<file path="src/rtl/sprd_pkg.sv">
// Shared types, codes and decode helpers for the sensor payload record decoder.
package sprd_pkg;

  localparam int unsigned ByteW     = 8;
  localparam int unsigned ValueW    = 24;
  localparam int unsigned CountW    = 4;
  localparam int unsigned MaxData   = 9;
  localparam int unsigned InDataW   = 8;
  localparam int unsigned InUserW   = 1;
  localparam int unsigned OutUserW  = 1;
  localparam int unsigned OutFieldW = 2 * ByteW + 3 * ValueW + 2;
  localparam int unsigned OutDataW  = ((OutFieldW + 7) / 8) * 8;
  localparam int unsigned QueueDepth = 2;

  // Record type codes
  localparam logic [7:0] TypeDigIn  = 8'h00;
  localparam logic [7:0] TypeDigOut = 8'h01;
  localparam logic [7:0] TypeAnaIn  = 8'h02;
  localparam logic [7:0] TypeAnaOut = 8'h03;
  localparam logic [7:0] TypeLum    = 8'h65;
  localparam logic [7:0] TypePres   = 8'h66;
  localparam logic [7:0] TypeTemp   = 8'h67;
  localparam logic [7:0] TypeHum    = 8'h68;
  localparam logic [7:0] TypeAccel  = 8'h71;
  localparam logic [7:0] TypeBaro   = 8'h73;
  localparam logic [7:0] TypeGyro   = 8'h86;
  localparam logic [7:0] TypeGps    = 8'h88;

  typedef enum logic [1:0] {
    PH_CHAN = 2'd0,
    PH_TYPE = 2'd1,
    PH_DATA = 2'd2
  } phase_e;

  typedef enum logic [1:0] {
    ST_OK      = 2'd0,
    ST_EMPTY   = 2'd1,
    ST_UNKNOWN = 2'd2,
    ST_BAD     = 2'd3
  } status_e;

  typedef enum logic {
    KIND_RECORD = 1'b0,
    KIND_STATUS = 1'b1
  } kind_e;

  // One queue entry: what a single request produced
  typedef struct packed {
    logic               rec_valid;
    logic [ByteW-1:0]   channel;
    logic [ByteW-1:0]   rtype;
    logic [ValueW-1:0]  value_x;
    logic [ValueW-1:0]  value_y;
    logic [ValueW-1:0]  value_z;
    logic               sts_valid;
    status_e            status;
  } entry_t;

  // Data bytes per type; zero marks an unknown type
  function automatic logic [CountW-1:0] type_size(input logic [7:0] t);
    logic [CountW-1:0] n;
    unique case (t)
      TypeDigIn, TypeDigOut, TypePres:                       n = CountW'(1);
      TypeAnaIn, TypeAnaOut, TypeLum, TypeTemp, TypeHum, TypeBaro: n = CountW'(2);
      TypeAccel, TypeGyro:                                   n = CountW'(6);
      TypeGps:                                               n = CountW'(9);
      default:                                               n = '0;
    endcase
    return n;
  endfunction

endpackage

</file>
<file path="src/rtl/sprd_parser.sv">
// Input register and record parser: one request per cycle into a result entry while the queue is not full.
module sprd_parser (
  input  logic                          clk_i,
  input  logic                          rst_ni,
  input  logic                          in_valid_i,
  output logic                          in_ready_o,
  input  logic [sprd_pkg::ByteW-1:0]    in_byte_i,
  input  logic                          in_carry_i,
  input  logic                          in_end_i,
  input  logic                          q_full_i,
  output logic                          push_o,
  output sprd_pkg::entry_t              push_entry_o
);
  import sprd_pkg::*;

  // input register
  logic             iv_q;
  logic [ByteW-1:0] ib_q;
  logic             ic_q, ie_q;

  // parse state
  phase_e            phase_q, phase_d;
  logic [ByteW-1:0]  chan_q, chan_d;
  logic [ByteW-1:0]  type_q, type_d;
  logic [CountW-1:0] cnt_q, cnt_d;
  logic [ByteW-1:0]  bytes_q [MaxData];
  logic [ByteW-1:0]  bytes_d [MaxData];
  status_e           err_q, err_d;
  logic              any_q, any_d;

  logic consume;
  logic take;
  entry_t ent;

  assign consume    = iv_q && !q_full_i;
  assign in_ready_o = !iv_q || !q_full_i;
  assign take       = in_valid_i && in_ready_o;

  always_ff @(posedge clk_i or negedge rst_ni) begin
    if (!rst_ni) begin
      iv_q <= 1'b0;
    end else if (in_ready_o) begin
      iv_q <= in_valid_i;
    end
  end

  always_ff @(posedge clk_i) begin
    if (take) begin
      ib_q <= in_byte_i;
      ic_q <= in_carry_i;
      ie_q <= in_end_i;
    end
  end

  always_ff @(posedge clk_i or negedge rst_ni) begin
    if (!rst_ni) begin
      phase_q <= PH_CHAN;
      chan_q  <= '0;
      type_q  <= '0;
      cnt_q   <= '0;
      err_q   <= ST_OK;
      any_q   <= 1'b0;
    end else if (consume) begin
      phase_q <= phase_d;
      chan_q  <= chan_d;
      type_q  <= type_d;
      cnt_q   <= cnt_d;
      err_q   <= err_d;
      any_q   <= any_d;
    end
  end

  always_ff @(posedge clk_i) begin
    if (consume) begin
      bytes_q <= bytes_d;
    end
  end

  always_comb begin
    logic              live;
    logic [CountW-1:0] need;
    logic [CountW-1:0] cnt_inc;
    logic              done;
    logic [ValueW-1:0] vx, vy, vz;
    status_e           st;

    phase_d = phase_q;
    chan_d  = chan_q;
    type_d  = type_q;
    cnt_d   = cnt_q;
    err_d   = err_q;
    any_d   = any_q || ic_q;
    live    = ic_q && (err_q == ST_OK);
    need    = type_size(type_q);
    cnt_inc = cnt_q + CountW'(1);
    done    = 1'b0;
    vx      = '0;
    vy      = '0;
    vz      = '0;
    st      = ST_OK;

    // capture the incoming data byte at its slot
    for (int i = 0; i < MaxData; i++) begin
      bytes_d[i] = (live && phase_q == PH_DATA && cnt_q == CountW'(i)) ? ib_q : bytes_q[i];
    end

    if (live) begin
      unique case (phase_q)
        PH_CHAN: begin
          chan_d  = ib_q;
          phase_d = PH_TYPE;
        end
        PH_TYPE: begin
          type_d = ib_q;
          cnt_d  = '0;
          if (type_size(ib_q) == '0) begin
            err_d = ST_UNKNOWN;
          end else begin
            phase_d = PH_DATA;
          end
        end
        PH_DATA: begin
          cnt_d = cnt_inc;
          if (cnt_inc >= need) begin
            done    = 1'b1;
            phase_d = PH_CHAN;
            cnt_d   = '0;
          end
        end
        default: begin
          phase_d = PH_CHAN;
        end
      endcase
    end

    // big-endian value assembly by type
    unique case (type_q)
      TypeDigIn, TypeDigOut, TypePres: begin
        vx = {16'd0, bytes_d[0]};
      end
      TypeAnaIn, TypeAnaOut, TypeTemp: begin
        vx = {{8{bytes_d[0][7]}}, bytes_d[0], bytes_d[1]};
      end
      TypeLum, TypeHum, TypeBaro: begin
        vx = {8'd0, bytes_d[0], bytes_d[1]};
      end
      TypeAccel, TypeGyro: begin
        vx = {{8{bytes_d[0][7]}}, bytes_d[0], bytes_d[1]};
        vy = {{8{bytes_d[2][7]}}, bytes_d[2], bytes_d[3]};
        vz = {{8{bytes_d[4][7]}}, bytes_d[4], bytes_d[5]};
      end
      TypeGps: begin
        vx = {bytes_d[0], bytes_d[1], bytes_d[2]};
        vy = {bytes_d[3], bytes_d[4], bytes_d[5]};
        vz = {bytes_d[6], bytes_d[7], bytes_d[8]};
      end
      default: begin
        vx = '0;
      end
    endcase

    // payload end status, from the state after this byte
    if (!any_d) begin
      st = ST_EMPTY;
    end else if (err_d != ST_OK) begin
      st = err_d;
    end else if (phase_d != PH_CHAN) begin
      st = ST_BAD;
    end else begin
      st = ST_OK;
    end

    ent.rec_valid = done;
    ent.channel   = chan_q;
    ent.rtype     = type_q;
    ent.value_x   = vx;
    ent.value_y   = vy;
    ent.value_z   = vz;
    ent.sts_valid = ie_q;
    ent.status    = st;

    // return to the idle parse state after an end
    if (ie_q) begin
      phase_d = PH_CHAN;
      chan_d  = '0;
      type_d  = '0;
      cnt_d   = '0;
      err_d   = ST_OK;
      any_d   = 1'b0;
    end
  end

  assign push_o       = consume && (ent.rec_valid || ent.sts_valid);
  assign push_entry_o = ent;

`ifndef SYNTH
  a_data_no_err: assert property (@(posedge clk_i) disable iff (!rst_ni)
    phase_q == PH_DATA |-> err_q == ST_OK)
    else $error("data phase with error latched");
  a_cnt_below_need: assert property (@(posedge clk_i) disable iff (!rst_ni)
    phase_q == PH_DATA |-> cnt_q < type_size(type_q))
    else $error("data count reached record size");
  a_no_push_full: assert property (@(posedge clk_i) disable iff (!rst_ni)
    q_full_i |-> !push_o)
    else $error("push into full queue");
`endif

endmodule

</file>
<file path="src/rtl/sprd_out_queue.sv">
// Two-entry result queue that sends each entry as a record and/or status result.
module sprd_out_queue (
  input  logic                             clk_i,
  input  logic                             rst_ni,
  input  logic                             push_i,
  input  sprd_pkg::entry_t                 push_entry_i,
  output logic                             full_o,
  output logic                             out_valid_o,
  input  logic                             out_ready_i,
  output logic [sprd_pkg::OutDataW-1:0]    out_data_o,
  output logic [sprd_pkg::OutUserW-1:0]    out_user_o,
  output logic                             out_last_o
);
  import sprd_pkg::*;

  localparam int unsigned PtrW = $clog2(QueueDepth);
  localparam int unsigned CntW = $clog2(QueueDepth + 1);

  entry_t          ent_q [QueueDepth];
  logic [PtrW-1:0] wr_q, rd_q;
  logic [CntW-1:0] cnt_q;
  logic            sub_q;   // record of the head entry already sent
  entry_t          head;
  logic            show_rec;
  logic            fire, pop;

  assign head        = ent_q[rd_q];
  assign out_valid_o = cnt_q != '0;
  assign full_o      = cnt_q == CntW'(QueueDepth);
  assign show_rec    = head.rec_valid && !sub_q;
  assign fire        = out_valid_o && out_ready_i;
  assign pop         = fire && (!show_rec || !head.sts_valid);

  always_ff @(posedge clk_i) begin
    if (push_i) begin
      ent_q[wr_q] <= push_entry_i;
    end
  end

  always_ff @(posedge clk_i or negedge rst_ni) begin
    if (!rst_ni) begin
      wr_q  <= '0;
      rd_q  <= '0;
      cnt_q <= '0;
      sub_q <= 1'b0;
    end else begin
      if (push_i) begin
        wr_q <= (wr_q == PtrW'(QueueDepth - 1)) ? '0 : wr_q + PtrW'(1);
      end
      if (pop) begin
        rd_q <= (rd_q == PtrW'(QueueDepth - 1)) ? '0 : rd_q + PtrW'(1);
      end
      cnt_q <= cnt_q + CntW'(push_i) - CntW'(pop);
      if (pop) begin
        sub_q <= 1'b0;
      end else if (fire) begin
        sub_q <= 1'b1;
      end
    end
  end

  always_comb begin
    out_data_o = '0;
    if (show_rec) begin
      out_data_o[OutFieldW-1:0] = {ST_OK, head.value_z, head.value_y, head.value_x,
                                   head.rtype, head.channel};
      out_user_o = OutUserW'(KIND_RECORD);
      out_last_o = 1'b0;
    end else begin
      out_data_o[OutFieldW-1:0] = {head.status, {(3 * ValueW + 2 * ByteW){1'b0}}};
      out_user_o = OutUserW'(KIND_STATUS);
      out_last_o = 1'b1;
    end
  end

`ifndef SYNTH
  a_cnt_bound: assert property (@(posedge clk_i) disable iff (!rst_ni)
    cnt_q <= CntW'(QueueDepth))
    else $error("queue count overflow");
  a_sub_pair: assert property (@(posedge clk_i) disable iff (!rst_ni)
    sub_q |-> (out_valid_o && head.rec_valid && head.sts_valid))
    else $error("split entry without record and status");
  a_head_nonempty: assert property (@(posedge clk_i) disable iff (!rst_ni)
    out_valid_o |-> (head.rec_valid || head.sts_valid))
    else $error("queue holds an empty entry");
`endif

endmodule

</file>
<file path="src/rtl/sensor_payload_record_decoder.sv">
// Top level of the sensor payload record decoder: byte stream in, records and status out.
//
// Usage:
//   Slave stream: one payload byte per request. tdata[7:0] is the byte, tuser[0] says
//   the byte is present, tlast ends the payload (a byte on the same request is parsed
//   first). A request with neither tuser[0] nor tlast does nothing.
//   Master stream: tuser[0] = 0 is a decoded record (channel, type, up to three raw
//   big-endian values, sign-extended per type); tuser[0] = 1 with tlast is the final
//   status of the payload (ok, empty, unknown type, bad format). Drop the records of a
//   payload whose status is not ok; bytes after an error are ignored.
// Path: each request passes the input register, then a result queue entry, before
//   its record or status appears at the output.
// Throughput: one request per cycle while the receiver keeps up. A request that ends
//   a record and the payload at once yields two results, sent one after the other from
//   one queue entry; the two-entry result queue sets how far input runs ahead.
// Stall: when the receiver holds tready low, the queue fills and tready on the input
//   drops; nothing is lost or repeated.
// Reset: rst_ni clears the parse state and empties the queue; the decoder then
//   expects a channel byte.
module sensor_payload_record_decoder (
  input  logic                                clk_i,
  input  logic                                rst_ni,
  input  logic                                s_axis_tvalid_i,
  output logic                                s_axis_tready_o,
  // [7:0] data_byte
  input  logic [sprd_pkg::InDataW-1:0]        s_axis_tdata_i,
  // [0] carries_byte
  input  logic [sprd_pkg::InUserW-1:0]        s_axis_tuser_i,
  // end_of_payload
  input  logic                                s_axis_tlast_i,
  output logic                                m_axis_tvalid_o,
  input  logic                                m_axis_tready_i,
  // [7:0] record_channel, [15:8] record_type, [39:16] value_x, [63:40] value_y,
  // [87:64] value_z, [89:88] payload_status, [95:90] zero
  output logic [sprd_pkg::OutDataW-1:0]       m_axis_tdata_o,
  // [0] result_kind
  output logic [sprd_pkg::OutUserW-1:0]       m_axis_tuser_o,
  // last_of_payload
  output logic                                m_axis_tlast_o
);
  import sprd_pkg::*;

  logic   push;
  logic   full;
  entry_t push_entry;

  // parse one request per cycle into a queue entry while the queue has room
  sprd_parser u_parser (
    .clk_i        (clk_i),
    .rst_ni       (rst_ni),
    .in_valid_i   (s_axis_tvalid_i),
    .in_ready_o   (s_axis_tready_o),
    .in_byte_i    (s_axis_tdata_i[ByteW-1:0]),
    .in_carry_i   (s_axis_tuser_i[0]),
    .in_end_i     (s_axis_tlast_i),
    .q_full_i     (full),
    .push_o       (push),
    .push_entry_o (push_entry)
  );

  // hold results until the receiver takes them
  sprd_out_queue u_queue (
    .clk_i        (clk_i),
    .rst_ni       (rst_ni),
    .push_i       (push),
    .push_entry_i (push_entry),
    .full_o       (full),
    .out_valid_o  (m_axis_tvalid_o),
    .out_ready_i  (m_axis_tready_i),
    .out_data_o   (m_axis_tdata_o),
    .out_user_o   (m_axis_tuser_o),
    .out_last_o   (m_axis_tlast_o)
  );

endmodule
</file>
<file path="config.mk">
export PLATFORM = sky130hd
export DESIGN_NAME = sensor_payload_record_decoder
export DESIGN_NICKNAME = d
export VERILOG_FILES = /design/src/rtl/sprd_pkg.sv /design/src/rtl/sprd_parser.sv /design/src/rtl/sprd_out_queue.sv /design/src/rtl/sensor_payload_record_decoder.sv
export SDC_FILE = /design/constraint.sdc
export NUM_CORES = 1
export LEC_CHECK = 0
export ABC_AREA = 1
export BUFFER_PORTS_ARGS = -buffer_cell sky130_fd_sc_hd__buf_2
export CAP_MARGIN = 10
export CORE_MARGIN = 3
export CORE_UTILIZATION = 32
export DETAILED_ROUTE_END_ITERATION = 6
export HOLD_SLACK_MARGIN = 0.12
export SLEW_MARGIN = 5
export SYNTH_ARGS = -nofsm -noshare
export SYNTH_HDL_FRONTEND = slang
export SYNTH_SLANG_ARGS = --single-unit
export TNS_END_PERCENT = 20
</file>
<file path="constraint.sdc">
create_clock -name clk_i -period 6.8 [get_ports clk_i]
set_input_delay 1.36 -clock clk_i [delete_from_list [all_inputs] [get_ports clk_i]]
set_output_delay 1.36 -clock clk_i [all_outputs]
set_load 0.02 [all_outputs]
</file>
==> flow_summary.ini <==
[clock_tree]
insertion_delay_ps = 510
cts_tree = built
h-tree-depth = 2
cts.repair.resized = 0
clkSlewWorstSetupHoldPaths_ps = 60
cts_buffers = 34
post_cts_buffers = 0
clock-sinks = 297
root_buffer = clkbuf_16
clk_path_buf_depth = 3
cts-hold-fix-buffers = 0

[synth]
synth_ff_type = edfxtp_1
synth_edf_count = 266
yosysSeqAreaShare = 0.665
ys_async_sr_fraction = 0.104
avgSynthCellArea_um2 = 10.9
synth_top_cell_by_area = edfxtp_1
synth_most_common_cell = nand2_1
synth_common_cells = 352 x nand2_1, 266 x edfxtp_1, 120 x a21oi_1
syn_area_mm2 = 0.0132
synthTopCellsByArea = edfxtp_1 61%, nand2_1 10%, dfrtp_1 5.9%
ys_types = 41
ys_warn_count = 0
synth_top_area_frac = 0.607
synth_seq_cells = 297
synthCells = 1210

[timing]
timing.final.crit_share = 0.644
timing.final.ws_setup_ps = 2420
setup_viol = 0
drv_slew = 0
fmax_ghz = 0.228
rsz0062_at_grt = false
slew_headroom = 0.282
hold_viol_final = 0
skew_ps = 21.2
period_needed_ps = 4380
tightest_slew_ps = 1080

[worst_setup_path]
worstPathCellList = nor2_1 -> inv_1 -> nor3_1 -> inv_1 -> nor2_4 -> inv_1 -> buf_4 -> ha_1 -> nand3_1 -> and2_1 -> nand2_1 -> nand2_1 -> o21ai_0 -> inv_1 -> nor2_4 -> buf_12
critPathArrivalTime_ps = 4510
worstPathRequired_ps = 6930
worst_path_max_delay_cell = nor2_4
cp_max_fo = 91
start_kind = register
worstSetupPathType = register to register
max_stage_delay_ps = 660
cpMostUsedCell = inv_1
end_kind = register

[pwr]
cellLeakagePower_nw = 6.03
peakVddDrop_mv = 0.283
power.density_mw_per_mm2 = 456

[detailed_routing]
drc = 0
routed_wl_um = 32300
vias = 8948
antenna_left = 0
first_iter_violations = 782
dr.pass1.iters = 5
avgViaCountPerCell = 4.84
wl_per_cell_um = 17.5

[grt]
grt_max_degree = 93
grt_pass1_wl_um = 51000
grt_pass1_vias = 8754
grt_use_total = 0.147
gr-total-overflow = 0
antenna_found_initial = 0

[die]
core-area_mm2 = 0.0402
rows = 73
io_pins = 114
fp.dieH_um = 209
dieArea_mm2 = 0.0436
dieWidth_um = 209
initial_core_util = 0.328

[placement]
dp_hpwl_um = 20500
place_congestion = 0.793
placed_cells = 1788
place_ws_ps = 2380
portBuffers = 107

[finish]
instances_no_fill = 1848
area_growth_pct = 15.9
drive_above_1_share = 0.167
diodes = 0
fin_nets = 1327
final_util = 0.380

[status]
status = finished clean

[worst_hold_path]
worstHoldPathType = register to register

[flow_run]
cap_viol_max_count = 0
## registers in the layout, summed over array words and instances (netlist names), 2 cells and up
| signal | flops |
|---|---|
| u_parser.phase_q | 2 |
| u_parser.bytes_q | 72 |
| u_parser.ib_q | 8 |
| u_parser.cnt_q | 4 |
| u_queue.ent_q | 184 |
| u_queue.cnt_q | 2 |
| u_parser.err_q | 2 |
| u_parser.chan_q | 8 |
| u_parser.type_q | 8 |
## worst max-delay path: cells and delay by family (launching register included)
| kind | cells | cell delay (ps) |
|---|---|---|
| buf+inv | 6 | 1110 |
| fa+ha+maj | 1 | 390 |
| flops | 1 | 420 |
| compound gates | 1 | 330 |
| simple gates | 8 | 1540 |
## layer usage
layer,share of wire,GRT usage,vias up
li1,-,-,4323
met1,0.45,0.204,4324
met2,0.47,0.234,252
met3,0.055,0.0266,49
met4,0.026,0.0476,0
met5,0,0,-
## metrics by stage
step / area (µm²) / power, W / TNS, ps / hold WS [ps]
after floorplan: 13200 / 0.00440 / -2090 / 442
after global placement: 14100 / 0.00512 / 0 / 450
after detailed placement: 14100 / 0.00517 / 0 / 457
after CTS: 15300 / 0.00706 / 0 / 471
after global routing: 15300 / 0.00739 / 0 / 482
final: 15300 / 0.00697 / 0 / 471
## cells by family (layout without fill, tap and decap cells)
logic type      Yosys count  in the layout  share of synthesized area
buf+inv                 158            266                     0.0532
fa+ha+maj                14             14                     0.0133
xor+xnor                  5              5                    0.00333
compound gates          264            264                      0.114
flops                   297            297                      0.665
simple gates            471            471                      0.151
other cells               1              6                   0.000285
## path summary, 6_finish.rpt
| kind | from | end | slack (ps) | cells past startpoint |
|---|---|---|---|---|
| worst max register to register | u_parser.type_q[4] | u_queue.ent_q[0][51] | 2420 | 16 |
| worst min register to register | u_parser.chan_q[6] | u_queue.ent_q[1][89] | 470 | 0 |
| max in group asynchronous | rst_ni | u_queue.rd_q | 5320 | 1 |
| worst min-delay path | u_parser.chan_q[6] | u_queue.ent_q[1][89] | 470 | 0 |
| min in group asynchronous | rst_ni | u_queue.cnt_q[0] | 930 | 1 |
| worst max-delay path | u_parser.type_q[4] | u_queue.ent_q[0][51] | 2420 | 16 |
## final cells by class
class,count,area [µm²]
Sequential cell,297,8760
Fill cell,3918,24900
Clock buffer,43,906
Timing Repair Buffer,114,613
Multi-Input combinational cell,760,3740
Clock inverter,17,234
Inverter,92,350
Tap cell,525,657
## where the power goes
| group | leakage, nW | switching, W | internal, W |
|---|---|---|---|
| registers | 2.92 | 0.000180 | 0.00271 |
| logic | 2.56 | 0.00165 | 0.000557 |
| clock network | 0.560 | 0.000697 | 0.00117 |
## cells in the final DEF (no fill, tap or decap), types with 4 or more instances in the layout
master and instances:
a21oi_1 120, a21oi_2 10, buf_2 107, buf_4 5, bufinv_16 6, clkbuf_1 8
clkbuf_16 35, clkinv_1 4, clkinv_2 6, conb_1 6, dfrtp_1 30, edfxtp_1 266
ha_1 14, inv_1 83, inv_2 8, nand2_1 352, nand3_1 13, nand4_1 6
nor2_1 72, nor2_4 9, nor2_8 5, o21ai_0 70, o21ai_1 17, o21ai_2 16
o221ai_1 7, o22ai_1 17
Note: power is estimated with default switching activity, not from simulation.
